`config.mk`:
```
export PLATFORM = sky130hd
export DESIGN_NAME = stpg_divider
export DESIGN_NICKNAME = d
export VERILOG_FILES = /design/src/hw/rtl/stpg_divider.sv
export SDC_FILE = /design/constraint.sdc
export NUM_CORES = 2
export LEC_CHECK = 0
export BUFFER_PORTS_ARGS = -buffer_cell sky130_fd_sc_hd__buf_2
export CAP_MARGIN = 15
export CORE_MARGIN = 3
export CORE_UTILIZATION = 68
export CTS_CLUSTER_SIZE = 16
export DETAILED_ROUTE_END_ITERATION = 7
export MAX_ROUTING_LAYER = met4
export PLACE_DENSITY = 0.84
export SETUP_SLACK_MARGIN = 0.02
export SLEW_MARGIN = 20
export SYNTH_ARGS = -nofsm -noshare
export SYNTH_HDL_FRONTEND = slang
export SYNTH_SLANG_ARGS = --single-unit
export TNS_END_PERCENT = 10
```
`constraint.sdc`:
```
create_clock -name clk -period 7.1 [get_ports clk]
set_input_delay 0.71 -clock clk [delete_from_list [all_inputs] [get_ports clk]]
set_output_delay 0.71 -clock clk [all_outputs]
set_load 0.01 [all_outputs]
```
`src/hw/rtl/stpg_divider.sv`:
```
// Pipelined restoring divider, one quotient bit per stage, with sideband.
`timescale 1ns / 1ps

module stpg_divider #(
  parameter int DW = 32,  // dividend width, must keep dividend < divisor << QW
  parameter int QW = 32,  // quotient width = stage count
  parameter int VW = 17,  // divisor / remainder width
  parameter int SW = 8    // sideband width
) (
  input  logic          clk,
  input  logic          rst_n,
  input  logic          en,
  input  logic          in_vld,
  input  logic [DW-1:0] dividend,
  input  logic [VW-1:0] divisor,
  input  logic [SW-1:0] side_in,
  output logic          out_vld,
  output logic [QW-1:0] quot,
  output logic [VW-1:0] rem,
  output logic [VW-1:0] div_out,
  output logic [SW-1:0] side_out
);

  logic          vld_r  [QW];
  logic [VW-1:0] rem_r  [QW];
  logic [QW-1:0] lo_r   [QW];
  logic [QW-1:0] q_r    [QW];
  logic [VW-1:0] div_r  [QW];
  logic [SW-1:0] side_r [QW];

  for (genvar k = 0; k < QW; k++) begin : g_stage
    logic          vld_in;
    logic [VW-1:0] rem_in;
    logic [VW-1:0] div_in;
    logic [QW-1:0] lo_in;
    logic [QW-1:0] q_in;
    logic [SW-1:0] side_s;
    logic [VW:0]   trial;
    logic [VW:0]   diff_s;
    logic          ge;

    if (k == 0) begin : g_first
      assign vld_in = in_vld;
      assign rem_in = VW'(dividend >> QW);
      assign lo_in  = dividend[QW-1:0];
      assign q_in   = '0;
      assign div_in = divisor;
      assign side_s = side_in;
    end else begin : g_rest
      assign vld_in = vld_r[k-1];
      assign rem_in = rem_r[k-1];
      assign lo_in  = lo_r[k-1];
      assign q_in   = q_r[k-1];
      assign div_in = div_r[k-1];
      assign side_s = side_r[k-1];
    end

    assign trial  = {rem_in, lo_in[QW-1]};
    assign diff_s = trial - {1'b0, div_in};
    assign ge     = (trial >= {1'b0, div_in});

    always_ff @(posedge clk) begin
      if (!rst_n) begin
        vld_r[k] <= 1'b0;
      end else if (en) begin
        vld_r[k] <= vld_in;
      end
    end

    always_ff @(posedge clk) begin
      if (en) begin
        rem_r[k]  <= ge ? diff_s[VW-1:0] : trial[VW-1:0];
        lo_r[k]   <= lo_in << 1;
        q_r[k]    <= {q_in[QW-2:0], ge};
        div_r[k]  <= div_in;
        side_r[k] <= side_s;
      end
    end
  end

  assign out_vld  = vld_r[QW-1];
  assign quot     = q_r[QW-1];
  assign rem      = rem_r[QW-1];
  assign div_out  = div_r[QW-1];
  assign side_out = side_r[QW-1];

endmodule

```
Yosys cells after proc, flatten, opt, wreduce, memory -nomap -nowiden

Memories as Yosys holds them, arrays and structs flattened.
Cells that the tools add are included.

Flip-flop bits (word level): 0
RAM bits: 3392
Bits of input ports: 61
Output and inout port bits: 75
Logic and storage cells: 171
Memories: 6

Add/subtract/negate cells: 32
Magnitude comparators: 32
Mux-type cells: 69
Bitwise operators: 32

Memories:

| memory | depth | bits a word | rd ports | clocked after Yosys merged registers in | wr ports | RTL line | text |
|---|---|---|---|---|---|---|---|
| q_r    | 32    | 32          | 32       | 0                                       | 32       | 27       | `logic [QW-1:0] q_r [QW];` |
| lo_r   | 32    | 31          | 31       | 0                                       | 32       | 26       | `logic [QW-1:0] lo_r [QW];` |
| div_r  | 32    | 17          | 32       | 0                                       | 32       | 28       | `logic [VW-1:0] div_r [QW];` |
| rem_r  | 32    | 17          | 32       | 0                                       | 32       | 25       | `logic [VW-1:0] rem_r [QW];` |
| side_r | 32    | 8           | 32       | 0                                       | 32       | 29       | `logic [SW-1:0] side_r [QW];` |
| vld_r  | 32    | 1           | 32       | 0                                       | 32       | 24       | `logic vld_r [QW];` |

Operators by type and width:

| operator       | number |
|---|---|
| $ge 18x17->1   | 31 |
| $mux 17        | 32 |
| $sub 17x17->17 | 31 |
| $mux 1         | 37 |
| $or 1x1->1     | 32 |
| $ge 1x17->1    | 1 |
| $sub 1x17->17  | 1 |

Logic depth before layout (Yosys ltp)

Depth in word-level cells: 4
Mapped depth: 14

Worst setup path after synthesis

OpenSTA, ideal clock, no wires.

Kind: reg2reg
Start: memory lo_r[6][30] (netlist bit)
End: memory rem_r[7][8] (netlist: rem_r[0][127]) (data pin)
Data arrival time: 3.204 ns
Data required time: 6.840 ns
Slack: 3.636 ns
Stages on the path, launching flop included: 15
Path buffers: 2
Clock period less this slack: 3.464 ns
Cell sequence: edfxtp_1 inv_1 ha_1 inv_1 fa_1 a21o_1 a21oi_2 nor2b_1 o41a_4 a311oi_4 o31ai_1 a2111o_1 buf_6 buf_12 mux2_4

RTL lines:

| what               | RTL line |
|---|---|
| start: declaration | 26 |
| end: declaration   | 25 |

==> results_dict.tcl <==
set metrics [dict create \
    outcome "finished clean" \
    grt_max_degree 186 \
    i_o_pins 136 \
    clkTransAtPathRegs_ps 60 \
    dp_hpwl_mm 122 \
    max_clock_freq_mhz 240 \
    whs_endpoint "side_r[0][5]" \
    setup.worst_path.start_class "flip-flop" \
    cts_buffers 225 \
    critical-path-top-cell-by-count "inv_1" \
    fraction_of_power_consumed_by_the_clock_network_pct 24.3 \
    syn_std_cell_area_sq_um 104000 \
    setup_viol 0 \
    average_vias_per_placed_instance 5.90 \
    crit_cells 12 \
    hold_path_startpoint "side_in[5]" \
    ant_nets 0 \
    power_density_nw_per_um2 423 \
    first_global_vias 54800 \
    cts_resized 0 \
    worstSkewPairLatency_ps 830 \
    timing.setup.critical_path_class "reg -> reg" \
    cts.path.max_buffers 3 \
    clkSinkCount 2400 \
    post_synth.cell_area_avg_sq_um 15.2 \
    internal_cell_power_mw 33.6 \
    timing.final.max_slew_violations 0 \
    io_buffer_count 135 \
    h-tree-depth 4 \
    dr.first_iter.drc_count 4626 \
    via_count 55200 \
    critPathMaxFanout 18 \
    hold-worst-slack_ps 67.9 \
    fp.coreArea_sq_um 151000 \
    num_antenna_cells 0 \
    clock_root_cell "clkbuf_16" \
    gp_routability_congestion 0.915 \
    timing.final.crit_period_ps 4170 \
    sequentialPowerShare_pct 42.5 \
    grt_remaining_overflow 0 \
    layout-drive-gt1-share_pct 13.5 \
    flow.area_growth_from_synthesis_pct 10.1 \
    placement_rows 142 \
    placed_cell_area_sq_um 107000 \
    cpLargestDelayFamily "compound AO/OA/AOI/OAI gates" \
    totalNegativeSetupSlack_ps 0 \
    max_stage_delay_ps 910 \
    setup_slack_reg_to_reg_ps 2930 \
    postLayoutCellArea_sq_um 115000 \
    synthCells 6844 \
    cts_setup_buffers 0 \
    die_area_sq_um 158000 \
    whs_path_depth 1 \
    maxCapViolCount 0 \
    timing.critical_path.cells "inv_1, ha_1, inv_1, fa_1, a21o_1, a21oi_1, o21ai_0, and2_1, a211o_1, a41o_1, a41oi_2, mux2_2" \
    grt_antenna_before_repair 0 \
    ys_seq_elements 2400 \
    timing.critical_path.arrival_ps 4720 \
    hold_violations 0 \
    timing.max_slew.rel_slack_pct 25.9 \
    drc_violations_left 0 \
    pleak_nw 44.0 \
    ff2ff_path_depth 12 \
    switching_share_pct 30.8 \
    critical-path-slowest-cell "a41oi_2" \
    die_width_um 397 \
    routed_wirelength_mm 185 \
    initial_core_util_pct 69.0 \
    async_flop_share_pct 0 \
    chipHeight_um 397 \
    regToRegEndpoint "rem_r[1][67]" \
    finalPower_mw 48.5 \
    drt_first_pass_iters 6 \
    grt_util_all_layers_pct 24.2 \
    synth-main-ff-cell "edfxtp_1" \
    worst_pin_slew_ps 1110 \
    tritoncts_clock_tree "yes" \
    timing.hold.worst.class "in -> reg" \
    postSynthNetCount 7465 \
    portion_of_the_clock_cycle_consumed_by_the_worst_path_in_the_final_layout_pct 58.7 \
    grt_first_pass_wirelength_mm 294 \
    net-switching-power_mw 14.9 \
    post_synth_cell_types 85 \
    worst_r2r_startpoint "lo_r[18][30]" \
    setup_repair_after_global_routing_missed_its_margin "false" \
    synth_sequential_area_ratio_pct 69.2 \
    share_comb_of_total_power_pct 33.3 \
    synth_edf_count 2399 \
    layout.filler_cells 8822 \
    critPathCaptureType "flip-flop" \
    ys_warn_count 0 \
    cp_data_required_time_ps 7650 \
    vdd_ir_drop_max_uv 272 \
    design.final.nets 7768 \
    crit_path_buf_inv_count 2 \
    post_drt_wl_per_cell_um 19.8 \
    fin_skew_ps 33.3 \
]
## cells in the final DEF (no fill, tap or decap), drive strengths merged, types with 19 or more instances in the layout
master,count
nor4,21
inv,675
nor3,110
or2,19
edfxtp,2399
o31a,26
a31oi,41
or3,36
a21o,167
nand4,69
a21oi,325
and2,26
a211oi,47
mux2,425
o21bai,58
xor2,136
o31ai,25
nand2b,52
and3,78
o211ai,26
buf,180
nor2b,50
clkbuf,265
fa,31
bufinv,22
nor2,261
a211o,23
o21ai,243
ha,529
o21a,62
nand2,212
xnor2,280
clkinv,107
nand3,82
mux2i,34
## through the flow
stage | instances | utilization [%] | worst slack, ps
after CTS | 9354 | 75.9 | 2960
after global placement | 8932 | 71.1 | 3200
after floorplan | 6844 | - | 3640
final | 9355 | 76.0 | 2930
after global routing | 9355 | 76.0 | 2760
after detailed placement | 8932 | 71.1 | 3080
## registers in the layout (all words and copies together) (netlist names)
register / flops
vld_r: 32
div_r: 544
side_r: 256
rem_r: 544
lo_r: 496
q_r: 528
## Yosys cell counts, types with 17 or more instances
cell type	number	area share, %
edfxtp_1	2399	69
inv_1	663	2.4
ha_1	529	6.4
mux2_2	417	4.5
a21oi_1	324	1.6
xnor2_1	280	2.4
nor2_1	261	0.94
o21ai_0	233	1.1
nand2_1	212	0.76
a21o_1	167	1.2
xor2_1	136	1.1
nor3_1	109	0.52
nand3_1	82	0.39
and3_1	78	0.47
nand4_1	69	0.41
o21a_1	62	0.45
o21bai_1	58	0.42
clkbuf_1	54	0.19
nand2b_1	52	0.31
nor2b_1	50	0.30
a211oi_1	46	0.33
a31oi_1	41	0.25
or3_1	36	0.22
mux2i_1	34	0.33
fa_1	31	0.60
buf_2	30	0.14
and2_1	26	0.16
o211ai_1	26	0.19
o31a_1	26	0.22
o31ai_1	25	0.18
a211o_1	22	0.18
nor4_1	21	0.13
buf_4	18	0.13
or2_2	18	0.11
a21boi_0	17	0.12
## power by group through the flow
stage	Combinational [mW]	Clock [mW]	Sequential, mW
after global routing	17.8	12.6	20.8
after CTS	16.0	12.0	20.6
final	16.2	11.8	20.6
after detailed placement	15.7	0	20.8
after global placement	15.2	0	20.8
after floorplan	12.6	0	20.1
## how the worst max path moves through the flow
stage                               end          from  slack [ps]
after floorplan           rem_r[0][127]   lo_r[6][30]        3640
after global placement    rem_r[0][164]   lo_r[8][30]        3200
after detailed placement   rem_r[1][52]  lo_r[18][30]        3080
after CTS                  rem_r[1][67]  lo_r[18][30]        2960
after global routing      rem_r[1][205]  lo_r[27][30]        2760
final                      rem_r[1][67]  lo_r[18][30]        2930
## per-layer routing
metal / track usage (%) / wire length [um]
met4: 7.65 / 5680
met5: - / 0
met2: 39.5 / 91300
met3: 3.16 / 9020
met1: 32.3 / 79100
## repair_timing
item                                   4_1_cts  5_1_grt
setup endpoints to repair                    0        0
hold buffers                                 3        0
endpoints found under the hold margin        3        0
## logic make-up (layout without fill, tap and decap cells)
| logic type | after synthesis | in the layout | synth area share, % |
|---|---|---|---|
| AOI/OAI and AO/OA | 1180 | 1180 | 7.44 |
| xor gates and xnor gates | 416 | 416 | 3.50 |
| adders and majority gates | 560 | 560 | 6.95 |
| buffers and inverters | 771 | 1266 | 2.90 |
| DFF | 2400 | 2400 | 69.2 |
| muxes | 459 | 459 | 4.95 |
| and+or+nand+nor | 1058 | 1058 | 5.07 |
## layout make-up
cell class	instances	area, sq um	share of cell area [%]
Clock inverter	154	1450	1.26
Tap cell	2016	2520	2.20
Sequential cell	2400	72100	62.8
Clock buffer	265	5870	5.11
Timing Repair Buffer	183	1200	1.05
Multi-Input combinational cell	3673	29100	25.4
Inverter	664	2490	2.17
Note: power is estimated with default switching activity, not from simulation.
